$ cat config.mk
export PLATFORM = sky130hd
export DESIGN_NAME = damap_queue
export DESIGN_NICKNAME = d
export VERILOG_FILES = /design/src/rtl/damap_pkg.sv /design/src/rtl/damap_queue.sv
export SDC_FILE = /design/constraint.sdc
export NUM_CORES = 1
export LEC_CHECK = 0
export ABC_AREA = 1
export BUFFER_PORTS_ARGS = -buffer_cell sky130_fd_sc_hd__buf_2
export CAP_MARGIN = 20
export CORE_MARGIN = 8
export CORE_UTILIZATION = 45
export DETAILED_ROUTE_END_ITERATION = 8
export GPL_ROUTABILITY_DRIVEN = 0
export HOLD_SLACK_MARGIN = 0.1
export PLACE_DENSITY = 0.71
export SLEW_MARGIN = 20
export SYNTH_ARGS = -nofsm -noshare
export SYNTH_HDL_FRONTEND = slang
export SYNTH_SLANG_ARGS = --single-unit
$ cat constraint.sdc
create_clock -name i_clk -period 7.69 [get_ports i_clk]
set_clock_uncertainty 0.2 [all_clocks]
set_input_delay 1.538 -clock i_clk [delete_from_list [all_inputs] [get_ports i_clk]]
set_output_delay 1.538 -clock i_clk [all_outputs]
set_load 0.05 [all_outputs]
$ cat src/rtl/damap_pkg.sv
// Package for the deep attenuation map sampler.
// Holds the operation codes, configuration indices and the queued command type.
// No dependencies.
package damap_pkg;

    localparam logic [1:0] KIND_DEPTH_WR = 2'd0;
    localparam logic [1:0] KIND_ATTEN_WR = 2'd1;
    localparam logic [1:0] KIND_SAMPLE   = 2'd2;

    localparam logic [2:0] CFG_EXP_SPACING = 3'd0;
    localparam logic [2:0] CFG_LAYERS      = 3'd1;
    localparam logic [2:0] CFG_RECIP       = 3'd2;
    localparam logic [2:0] CFG_WIDTH       = 3'd3;
    localparam logic [2:0] CFG_HEIGHT      = 3'd4;

    localparam int QUEUE_DEPTH = 4;
    localparam int QUEUE_AW    = 2;

    typedef enum logic [1:0] {
        OP_DEPTH_WR = 2'd0,
        OP_ATTEN_WR = 2'd1,
        OP_SAMPLE   = 2'd2
    } t_op;

    typedef struct packed {
        logic        exp_spacing;
        logic [3:0]  layers;
        logic [23:0] recip;
        logic [5:0]  width;
        logic [5:0]  height;
    } t_cfg;

    // one neighbour per bank; for writes nv marks the bank that is written
    typedef struct packed {
        logic [4:0]  rh;
        logic [4:0]  ch;
        logic        nv;
        logic [16:0] w;
    } t_nbr;

    typedef struct packed {
        t_op             op;
        t_nbr [3:0]      nbr;
        logic [2:0]      layer;
        logic [23:0]     depth;
        logic [47:0]     rgb;
    } t_cmd;

endpackage

$ cat src/rtl/damap_queue.sv
// Short command queue between the front end and the back end.
// Depends on damap_pkg.
module damap_queue (
    input  logic            i_clk,
    input  logic            i_rst_n,
    input  logic            i_push,
    input  damap_pkg::t_cmd i_cmd,
    input  logic            i_pop,
    output damap_pkg::t_cmd o_cmd,
    output logic            o_have,
    output logic            o_full
);

    damap_pkg::t_cmd r_mem [damap_pkg::QUEUE_DEPTH];
    logic [damap_pkg::QUEUE_AW-1:0] r_wptr, r_rptr;
    logic [damap_pkg::QUEUE_AW:0]   r_count;

    always_ff @(posedge i_clk) begin
        if (i_push) begin
            r_mem[r_wptr] <= i_cmd;
        end
    end

    always_ff @(posedge i_clk) begin
        if (!i_rst_n) begin
            r_wptr  <= '0;
            r_rptr  <= '0;
            r_count <= '0;
        end else begin
            if (i_push) begin
                r_wptr <= r_wptr + 1'b1;
            end
            if (i_pop) begin
                r_rptr <= r_rptr + 1'b1;
            end
            r_count <= r_count + (damap_pkg::QUEUE_AW+1)'(i_push)
                               - (damap_pkg::QUEUE_AW+1)'(i_pop);
        end
    end

    assign o_cmd  = r_mem[r_rptr];
    assign o_have = (r_count != '0);
    assign o_full = (r_count == (damap_pkg::QUEUE_AW+1)'(damap_pkg::QUEUE_DEPTH));

endmodule

---- Yosys cells after proc, flatten, opt, wreduce, memory -nomap -nowiden ----
Memory sizes are Yosys's and may differ from the RTL's. A register that Yosys moved wholly into a read port is not among the register bits.
Cells that the tools add are included.
storage, ports and cells
  memories ................................ 1
  bits in writable memories ............... 756
  word-level logic and storage cells ...... 14
  output and inout port bits .............. 191
  flip-flop bits (word level) ............. 7
  input port bits ......................... 193
memory list
  memory  words  width  read ports  clocked after Yosys merged registers in  wr ports  line               text
  r_mem   4      189    1           1                                        1         damap_queue.sv:14  damap_pkg::t_cmd r_mem [damap_pkg::QUEUE_DEPTH];
operators by class
  multiplexer cells ....................... 4
  eq/ne operators ......................... 1
  reductions and logical operators ........ 1
  add/subtract/negate cells ............... 4
operators with widths
  kind                                                           count
  2-bit by 1-bit adder with 2-bit output, second input constant  2
  2-bit two-way mux                                              2
  3-bit by 1-bit adder with 3-bit output                         1
  3-bit == test, second input constant                           1
  3-bit nonzero test                                             1
  3-bit by 1-bit subtractor with 3-bit output                    1
  1-bit two-way mux                                              2

---- Longest topological paths before layout ----
  depth in word-level cells ............... 3
  depth in mapped cells ................... 8
  gate-level depth less buffers ........... 8

---- Worst setup path after synthesis ----
Ideal clock, no wire load.
  kind .................................... input port to flip-flop
  start ................................... in i_push
  end ..................................... mem r_mem[2][0] in the netlist's numbering, enable pin
  setup slack ............................. 1,748 ps
  library setup time ...................... 541 ps
  data arrival time ....................... 5,201 ps
  buffers on the path ..................... 0
  data required time ...................... 6,949 ps
  cell stages on the path ................. 2
  cells stage by stage .................... nand2_1 -> inv_1
on the way
  longest elaborated chain between the ends .. 2
ends and longest elaborated chain
  item                                     line               text
  start: declaration                       damap_queue.sv:6   input logic i_push,
  1-bit two-way mux                        damap_queue.sv:19  if (i_push) begin
  1-bit two-way mux (implied by the code)  damap_queue.sv:20  r_mem[r_wptr] <= i_cmd;
  end: declaration                         damap_queue.sv:14
Every way passes these cells.

==> flow_summary.toml <==
[status]
status = "finished clean"

[timing]
fmax_mhz = 200
finalHoldViolCount = 0
fin_hold_ws_ns = 0.258
period_minus_slack_ns = 4.99
rsz0062_at_grt = "false"
drv_slew = 0
finalCritPeriodShare_pct = 65.0
worst_pin_slew_ns = 1.32
setup_viol = 0
maxSlewHeadroom_pct = 12.3
setup_tns_ns = 0

[critical_path]
cp_max_fo = 258
start_kind = "register"
crit_arrival_ns = 3.26
cp-end-kind = "output port"
required_ns = 5.95
critical_path_class = "reg2out"

[power]
powerDensity_nw_per_um2 = 280
ir_worst_vdd_uv = 232
p_leak_nw = 13.6

[synth]
syn_area_per_cell_um2 = 13.3
synthTopCellsByArea = "edfxtp_1 75%, inv_1 4.9%, nand2_1 4.8%"
ys.flop_type = "edfxtp_1"
synth_common_cells = "756 x edfxtp_1, 393 x inv_1, 388 x nand2_1"
synth-seq-area-share_pct = 76.0
synth_cell_type_count = 17
async_reset_ff_share_pct = 0
synthXorXnorAreaFrac_pct = 0
syn_inst = 2260
synth_seq_cells = 765
synth_top_area_share_pct = 75.4
synthMuxAreaShare_pct = 0
syn_area_um2 = 30100
synth_fa_ha_area_share_pct = 0.316
synth_top_family_by_area = "compound AO/OA/AOI/OAI gates"
netlist.top_cell.by_area = "edfxtp_1"
ys_warn_count = 0
synth-edff-count = 756
post-synth-top-count-cell = "edfxtp_1"
synth_compound_area_share_pct = 11.2
synthSimpleGateAreaFrac_pct = 4.90
syn_nets = 2460

[route]
drt_iter0_drc = 1182
postRouteAntennaNets = 0
first_pass_iters = 6
wl_um = 64200
route.detailed.drc = 0
wire_per_inst_um = 18.0
via_per_inst = 5.02
num_vias = 17900

[clocking]
postCtsHoldBufs = 0
cts_sinks = 765
cts.repair.resized = 0
cts_tree = "built"
post_cts_buffers = 0
cts_buffer_depth = 3
clk_pin_slew_ns = 0.06
cts_made_buffers = 78
clockRootBuffer = "clkbuf_16"
htreeDepth = 3
clock_latency_ns = 0.60

[placement]
portBuffers = 383
dp_hpwl_um = 37600

[die]
fp.coreArea_um2 = 66700
die-area_um2 = 75400
row_count = 95
ioPinCount = 384
die_h_um = 275
die_w_um = 275
start_util_pct = 45.2

[worst_hold_path]
hold_path.class = "reg2reg"

[grt]
antenna_found_initial = 33
grt_pass1_vias = 17800
grt_max_degree = 259
grt_usage_pct = 16.5
grt_overflow = 0
grt_pass1_wl_um = 97400

[layout]
finalNetCount = 2811
synthToLayoutAreaGrowth_pct = 17.0
fill_cells = 5389
drive_gt1_share_pct = 19.3

[run]
drv_cap = 0
-- worst max-delay path, stage by stage, from the launching register on --
cell,delay (ns)
dfxtp_4,0.66
buf_16,0.31
buf_12,0.47
o211ai_1,0.25
nand2_1,0.16
buf_2,0.28
-- cells in the final DEF (no fill, tap or decap), types with 4 or more instances in the layout --
master	instances
clkbuf_1	21
diode_2	23
bufinv_16	9
dfxtp_1	7
ha_1	6
o21ai_1	87
a21oi_1	195
nand2_1	388
inv_1	389
inv_8	4
buf_12	9
o21ai_0	106
buf_4	4
o211ai_1	189
clkinv_1	8
clkinv_2	12
edfxtp_1	756
buf_2	383
clkbuf_16	79
-- report_power, final --
part           internal [mW]  switching, mW  total [mW]
Clock                   2.23           1.53        3.76
Sequential              4.77         0.0491        4.82
Combinational          0.271           1.01        1.28
-- final cells by class --
type	count	area [µm²]	area share, %
antenna	23	57.6	0.163
inverter	393	1510	4.27
tap	873	1090	3.10
sequential	765	22900	65.0
clock inverter	39	500	1.42
timing repair buffer	397	2150	6.12
multi-input combinational	976	4930	14.0
clock buffer	102	2080	5.92
-- path summary, 6_finish.rpt --
| check | startpoint | endpoint | slack [ns] | cells after the start |
|---|---|---|---|---|
| setup / recovery | register | o_cmd[113] | 2.70 | 5 |
| hold / removal | r_rptr[1] | register | 0.26 | 2 |
| setup reg to reg | r_wptr[0] | r_mem[2][107] | 5.04 | 5 |
| hold reg to reg | r_rptr[1] | register | 0.26 | 2 |
-- logic make-up (layout without fill, tap and decap cells) --
kind of cell    Yosys count  count (layout)
flops                   765             765
compound gates          577             577
buf+inv                 519             931
simple gates            392             392
fa+ha+maj                 7               7
other cells               0              23
-- per-layer routing --
| layer | vias up | part of all wire [%] | track usage, % |
|---|---|---|---|
| li1 | 8620 | - | - |
| met1 | 8695 | 39 | 18.6 |
| met2 | 455 | 51 | 29.2 |
| met3 | 133 | 6.8 | 4.56 |
| met4 | 16 | 3.3 | 7.51 |
| met5 | - | 0.16 | 0 |
-- registers in the layout, indices dropped and copies added, names as in the netlist, named ones only --
register,count
r_count,3
r_rptr,2
r_mem,756
r_wptr,2
-- through the flow --
| stage | util (%) | setup WS, ns | cells | power, mW | cell area (µm²) |
|---|---|---|---|---|---|
| 2_1_floorplan | - | 1.75 | 2260 | 5.85 | 30100 |
| 3_3_place_gp | 48.8 | 3.44 | 3403 | 6.16 | 32500 |
| 3_5_place_dp | 48.8 | 3.32 | 3403 | 6.20 | 32500 |
| 4_1_cts | 52.7 | 2.64 | 3544 | 9.97 | 35100 |
| 5_1_grt | 52.8 | 2.57 | 3563 | 10.2 | 35200 |
| 6_report | 52.8 | 2.70 | 3568 | 9.86 | 35200 |
(Power assumes the default switching activity.)
