**src/rtl/damap_pkg.sv**
```systemverilog
// Package for the deep attenuation map sampler.
// Holds the operation codes, configuration indices and the queued command type.
// No dependencies.
package damap_pkg;

    localparam logic [1:0] KIND_DEPTH_WR = 2'd0;
    localparam logic [1:0] KIND_ATTEN_WR = 2'd1;
    localparam logic [1:0] KIND_SAMPLE   = 2'd2;

    localparam logic [2:0] CFG_EXP_SPACING = 3'd0;
    localparam logic [2:0] CFG_LAYERS      = 3'd1;
    localparam logic [2:0] CFG_RECIP       = 3'd2;
    localparam logic [2:0] CFG_WIDTH       = 3'd3;
    localparam logic [2:0] CFG_HEIGHT      = 3'd4;

    localparam int QUEUE_DEPTH = 4;
    localparam int QUEUE_AW    = 2;

    typedef enum logic [1:0] {
        OP_DEPTH_WR = 2'd0,
        OP_ATTEN_WR = 2'd1,
        OP_SAMPLE   = 2'd2
    } t_op;

    typedef struct packed {
        logic        exp_spacing;
        logic [3:0]  layers;
        logic [23:0] recip;
        logic [5:0]  width;
        logic [5:0]  height;
    } t_cfg;

    // one neighbour per bank; for writes nv marks the bank that is written
    typedef struct packed {
        logic [4:0]  rh;
        logic [4:0]  ch;
        logic        nv;
        logic [16:0] w;
    } t_nbr;

    typedef struct packed {
        t_op             op;
        t_nbr [3:0]      nbr;
        logic [2:0]      layer;
        logic [23:0]     depth;
        logic [47:0]     rgb;
    } t_cmd;

endpackage

```
**src/rtl/damap_front.sv**
```systemverilog
// Front end: classifies input transactions and works out the four neighbours.
// Depends on damap_pkg.
module damap_front #(
    parameter int MAP_WIDTH  = 32,
    parameter int MAP_HEIGHT = 32,
    parameter int MAX_LAYERS = 8
) (
    input  logic                i_valid,
    output logic                o_stall,
    input  logic [1:0]          i_kind,
    input  logic [4:0]          i_texel_column,
    input  logic [4:0]          i_texel_row,
    input  logic [2:0]          i_layer_index,
    input  logic [23:0]         i_surface_depth,
    input  logic [15:0]         i_atten_red_in,
    input  logic [15:0]         i_atten_green_in,
    input  logic [15:0]         i_atten_blue_in,
    input  logic [12:0]         i_pos_x,
    input  logic [12:0]         i_pos_y,
    input  logic [23:0]         i_sample_depth,
    input  damap_pkg::t_cfg     i_cfg,
    input  logic                i_full,
    output logic                o_push,
    output damap_pkg::t_cmd     o_cmd
);

    localparam logic [10:0] MW = 11'(MAP_WIDTH);
    localparam logic [10:0] MH = 11'(MAP_HEIGHT);

    logic [13:0] tx, ty;
    logic [5:0]  cp, rp;
    logic [7:0]  ax, ay;
    logic [10:0] weff, heff;
    logic        keep;
    logic        in_map;

    always_comb begin
        logic [1:0]  kb;
        logic        csec, rsec, cv, rv;
        logic [5:0]  col, row;
        logic [8:0]  wx, wy;
        tx = {1'b0, i_pos_x} + 14'd128;
        ty = {1'b0, i_pos_y} + 14'd128;
        cp = tx[13:8];
        rp = ty[13:8];
        ax = tx[7:0];
        ay = ty[7:0];
        weff = ({5'd0, i_cfg.width} > MW) ? MW : {5'd0, i_cfg.width};
        heff = ({5'd0, i_cfg.height} > MH) ? MH : {5'd0, i_cfg.height};
        in_map = ({6'd0, i_texel_column} < MW) && ({6'd0, i_texel_row} < MH);

        o_cmd = '0;
        o_cmd.layer = i_layer_index;
        o_cmd.rgb = {i_atten_red_in, i_atten_green_in, i_atten_blue_in};
        o_cmd.depth = (i_kind == damap_pkg::KIND_SAMPLE) ? i_sample_depth : i_surface_depth;
        keep = 1'b0;

        case (i_kind)
            damap_pkg::KIND_DEPTH_WR: begin
                o_cmd.op = damap_pkg::OP_DEPTH_WR;
                keep = in_map;
            end
            damap_pkg::KIND_ATTEN_WR: begin
                o_cmd.op = damap_pkg::OP_ATTEN_WR;
                keep = in_map && (int'(i_layer_index) < MAX_LAYERS);
            end
            damap_pkg::KIND_SAMPLE: begin
                o_cmd.op = damap_pkg::OP_SAMPLE;
                keep = 1'b1;
            end
            default: begin
                o_cmd.op = damap_pkg::OP_SAMPLE;
                keep = 1'b0;
            end
        endcase

        for (int k = 0; k < 4; k++) begin
            kb = 2'(k);
            if (i_kind == damap_pkg::KIND_SAMPLE) begin
                csec = (cp[0] == kb[0]);
                rsec = (rp[0] == kb[1]);
                col = csec ? cp : cp - 6'd1;
                row = rsec ? rp : rp - 6'd1;
                cv = csec ? ({5'd0, cp} < weff) : ((cp != 6'd0) && ({5'd0, cp} <= weff));
                rv = rsec ? ({5'd0, rp} < heff) : ((rp != 6'd0) && ({5'd0, rp} <= heff));
                wx = csec ? {1'b0, ax} : 9'd256 - {1'b0, ax};
                wy = rsec ? {1'b0, ay} : 9'd256 - {1'b0, ay};
                o_cmd.nbr[k].rh = row[5:1];
                o_cmd.nbr[k].ch = col[5:1];
                o_cmd.nbr[k].nv = cv && rv;
                o_cmd.nbr[k].w  = wx * wy;
            end else begin
                o_cmd.nbr[k].rh = {1'b0, i_texel_row[4:1]};
                o_cmd.nbr[k].ch = {1'b0, i_texel_column[4:1]};
                o_cmd.nbr[k].nv = (kb == {i_texel_row[0], i_texel_column[0]});
                o_cmd.nbr[k].w  = '0;
            end
        end
    end

    assign o_push  = i_valid && !i_full && keep;
    assign o_stall = i_full;

endmodule

```
**config.mk**
```make
export PLATFORM = sky130hd
export DESIGN_NAME = damap_front
export DESIGN_NICKNAME = d
export VERILOG_FILES = /design/src/rtl/damap_pkg.sv /design/src/rtl/damap_front.sv
export SDC_FILE = /design/constraint.sdc
export NUM_CORES = 1
export LEC_CHECK = 0
export ABC_AREA = 1
export BUFFER_PORTS_ARGS = -buffer_cell sky130_fd_sc_hd__buf_2
export CORE_UTILIZATION = 40
export DETAILED_ROUTE_END_ITERATION = 10
export PLACE_DENSITY = 0.71
export SLEW_MARGIN = 20
export SYNTH_ARGS = -nofsm -noshare
export SYNTH_HDL_FRONTEND = slang
export SYNTH_SLANG_ARGS = --single-unit
```
**constraint.sdc**
```tcl
create_clock -name vclk -period 11.7
set_input_delay 1.17 -clock vclk [all_inputs]
set_output_delay 1.17 -clock vclk [all_outputs]
set_load 0.02 [all_outputs]
```
* Yosys cells after proc, flatten, opt, wreduce, memory -nomap -nowiden
Index checks and enable logic that the tools add are counted.
** Word-level totals
- Output and inout bits :: 191
- Word-level logic and storage cells :: 56
- Bits of input ports :: 180
- Flip-flop bits (word level) :: 0
** Cells by class
- Equality and inequality tests :: 5
- Mux-type cells :: 21
- Reductions and logical operators :: 14
- Magnitude comparators :: 6
- Multipliers :: 4
- Add/sub/neg operators :: 6
** Operator list (number)
- 2-to-1 mux 28 bit :: 4
- multiplier 9 x 9 -> 17 bit :: 4
- 2-to-1 mux 6 bit :: 6
- 2-to-1 mux 9 bit :: 4
- adder 13 x 8 -> 14 bit (second input constant) :: 2
- 2-to-1 mux 24 bit :: 1
- subtractor 9 x 8 -> 9 bit (first input constant) :: 2
- > comparator 6 bit (second input constant) :: 2
- less-or-equal comparator 6 bit :: 2
- less-than comparator 6 bit :: 2
- nonzero test 6 bit :: 2
- subtractor 6 x 1 -> 6 bit (second input constant) :: 2
- logical AND 1 bit :: 8
- 2-to-1 mux 1 bit :: 5
- == test 2 bit (first input constant) :: 2
- logical NOT 2 bit :: 2
- case mux 2 bit (2 select lines) :: 1
- OR reduction 3 bit :: 1
- == test 1 x 2 -> 1 bit (first input constant) :: 1
- == test 2 x 1 -> 1 bit (second input constant) :: 1
- == test 2 bit (second input constant) :: 1
- logical NOT 1 bit :: 1

* Longest topological paths before layout
- Depth in word-level cells :: 7
- Gate-level depth with buffers :: 28
- Mapped depth without buffers :: 26

* Least setup slack after synthesis
OpenSTA, ideal clock, no wires.
- Kind :: input to output
- Start :: input i_pos_x[0]
- End :: output o_cmd[170] (netlist bit)
- Path slack :: 4.483 ns
- Arrival :: 6.047 ns
- Required time :: 10.530 ns
- Path buffers :: 1
- Stages on the path :: 26
- Cell sequence :: inv_2 clkbuf_1 ha_1 nand2_1 nor2_4 nand2_1 xor2_1 inv_2 nand2_1 o21ai_4 inv_4 nor2_4 fa_1 fa_1 fa_1 inv_1 fa_1 inv_1 ha_1 nand2_1 nand2_1 o21bai_1 inv_1 nand2_1 nand2_1 nor3b_1
** RTL lines
- start, declared :: line damap_front.sv:18 : input logic [12:0] i_pos_x,
- end, declared :: line damap_front.sv:24 : output damap_pkg::t_cmd o_cmd

==> results by group <==
Placed design
  – I/O Buffers: 240
  – Gp weighted congestion: 0.936
  – Post-Place Cells: 2,489
  – Detailed Place HPWL: ~32 mm

Logic synthesis
  – Ys Warns: 0
  – Yosys cell types: 37
  – Synthesized area: 13,100 um2
  – Synth Area in Adders: 0.458
  – Synthesized instance count: roughly 1,900
  – Cell with the most instances after synthesis: inv_1
  – Synth Area in XOR/XNOR: 0.0214
  – Synth Area in Compound Gates: 0.0857
  – Simple-gate share of the synthesized area: 0.243
  – Post-synth top area share: 0.300
  – Synth cell count leaders: 409 x inv_1, 404 x nand2_1, 270 x nor2_1, 196 x fa_1, 165 x ha_1
  – Yosys top cell by area: fa_1
  – Syn_area_per_cell: 6.75 um2
  – Largest family of logic cells by synthesized area: adder cells
  – Mux cell area share after synthesis: 0
  – Synth area leaders: fa_1 30%, ha_1 16%, inv_1 12%
  – Post-synthesis sequential area ratio: 0
  – Syn_nets: 2,478

Die
  – DIE AREA: about 33,000 um2
  – Die H: roughly 180 um
  – Io pins: 371
  – Row count: 65
  – Die Wd: about 180 um
  – Initial Utilization: 0.410
  – Core ar.: between 30,000 and 40,000 um2

Route
  – Routed vias/inst: 5.03
  – DRC: 0
  – Remaining antenna violation count: 0
  – Via count: 12,500
  – Total length of routed wires: 37.9 mm
  – Drt wl/cell: 15.2 um
  – DRT iter0 DRCs: ~640
  – 1st-pass router iterations: 5

Global route
  – Vias in the first global route: around 12,000
  – All-layer global routing usage: 0.228
  – Initial antenna violation count: 5
  – Largest net degree at the start of global routing: 70
  – First-pass GRT wire length: 61.4 mm
  – Total congestion overflow: 0

Final layout
  – Layout cells sized above 1: 0.151
  – Register area: 0 um2
  – Area of the multi-input gates: 10,600 um2
  – Finished Layout Cells: 2,491
  – Final #Nets: 2,597
  – # fillers: 3,386
  – Clkbuf count: 0
  – Seq cells: 0
  – Area grow syn2layout: 7.21%

Critical path
  – Crit Path Class: in -> out
  – Critical-path cell list: buf_2 > ha_1 > inv_2 > o21ai_2 > inv_1 > nand2_1 > fa_1 > fa_1 > inv_1 > fa_1 > inv_1 > fa_1 > inv_1 > ha_1 > nand2_1 > o21ai_0 > nand2_1 > nand3_1 > o21ai_0 > a21oi_1 > buf_2
  – Critical Path Slowest Stage Cell: ha_1
  – Critical Path Max Stage Delay: 900 ps
  – Setup crit end: o_cmd[144]
  – Crit. End Element: primary output
  – Worst path required time: between 10,000 and 15,000 ps
  – Arr. time, crit path: 7280 ps
  – Worst Setup SP: i_pos_y[8]
  – Crit path max fanout: 24
  – CP startpoint kind: input pin

Pwr
  – Peak supply drop: 0.142 mV
  – Power after layout: between 0.002 and 0.003 W
  – Leak pwr: approximately 8.5 nW
  – Power density cells: ~180 nW/um2

Timing
  – Final Hold Vio Count: 0
  – Setup violators final: 0
  – Worst slew margin: 0.273
  – Slew Limit Fails: 0
  – Max Fclk: ~120 MHz
  – Fin crit period: 8450 ps
  – Setup_tns: 0 ps
  – RSZ-0062 raised after global routing: false
  – Actual slew at the worst max-slew pin: 1080 ps
  – Period utilisation layout: 0.722

Worst hold path
  – Hold/Removal Path Class: in -> out
  – WHS Path Cells: 0

Run
  – Max cap viols: 0

Clock network
  – Cts repair resizes: 0
  – Setup bufs post-CTS: 0
  – Post-CTS Hold Buffers: 0

Run status
  – Outcome: complete, no violations
-- layout by cell type, fill, tap and decap left out, types with 2 or more instances in the layout --
cell / n
nand2_1: 403
o21bai_1: 11
inv_1: 408
and3_1: 4
xnor2_1: 6
nand4_2: 2
inv_2: 18
a21boi_0: 3
nor2_1: 270
a21oi_1: 75
o31ai_1: 2
nor2_2: 10
o21ai_1: 9
nor3_1: 7
nand4_1: 4
diode_2: 2
xor2_1: 26
nand3_1: 68
o21ai_0: 71
buf_4: 7
inv_4: 3
o21ai_4: 2
nor2_4: 5
a31oi_1: 8
o21ai_2: 16
nand2_2: 2
buf_2: 240
nor3b_1: 4
ha_1: 165
nand3_2: 3
fa_1: 196
clkinv_1: 2
-- cell families (layout without fill, tap and decap cells) --
kind of cell	Yosys count	in the layout
xor gates and xnor gates	32	32
other	0	2
and+or+nand+nor	784	784
buffers and inverters	562	679
adders and majority gates	361	361
AOI/OAI and AO/OA	198	198
-- metrics by stage --
step | cell area (um2) | hold slack (ps) | util | setup slack (ps)
after floorplan | 13100 | 2420 | - | 4480
after global placement | 14000 | 2340 | 0.439 | 3410
after detailed placement | 14000 | 2340 | 0.439 | 3320
after CTS | 14000 | 2340 | 0.439 | 3310
after global routing | 14000 | 2340 | 0.440 | 2760
final | 14000 | 2340 | 0.440 | 3250
-- worst max-delay path: cells and delay by family --
family | cells | cell delay [ps]
fa+ha+maj | 6 | 3320
compound gates | 4 | 1210
buf+inv | 7 | 1150
simple gates | 4 | 430
-- cell type report --
type / instances / share of cell area
multi-input cells: 1375 / 0.755
inverters: 432 / 0.117
well taps: 435 / 0.0388
diodes: 2 / 0.000357
repair buffers: 247 / 0.0894
-- routing by layer --
metal	up-vias	GRT usage	wire (um)
li1	5992	-	-
met1	5922	0.283	15200
met2	542	0.409	18600
met3	69	0.0302	2820
met4	8	0.0730	1210
met5	-	0	53
-- how the worst min path moves through the flow --
stage | end | startpoint | slack [ps]
final | o_cmd[27] | i_atten_green_in[11] | 2340
after global routing | o_cmd[27] | i_atten_green_in[11] | 2340
after CTS | o_cmd[12] | i_atten_blue_in[12] | 2340
after detailed placement | o_cmd[12] | i_atten_blue_in[12] | 2340
after global placement | o_cmd[12] | i_atten_blue_in[12] | 2340
after floorplan | o_cmd[187] | i_kind[1] | 2420
-- where the power goes --
group             internal [W]  switching [W]        total [W]
logic                 0.000915        0.00167          0.00258
clock network  0.0000000000230              0  0.0000000000230
registers                    0              0                0
total                 0.000915        0.00167          0.00258
Note: power is estimated with default switching activity, not from simulation.
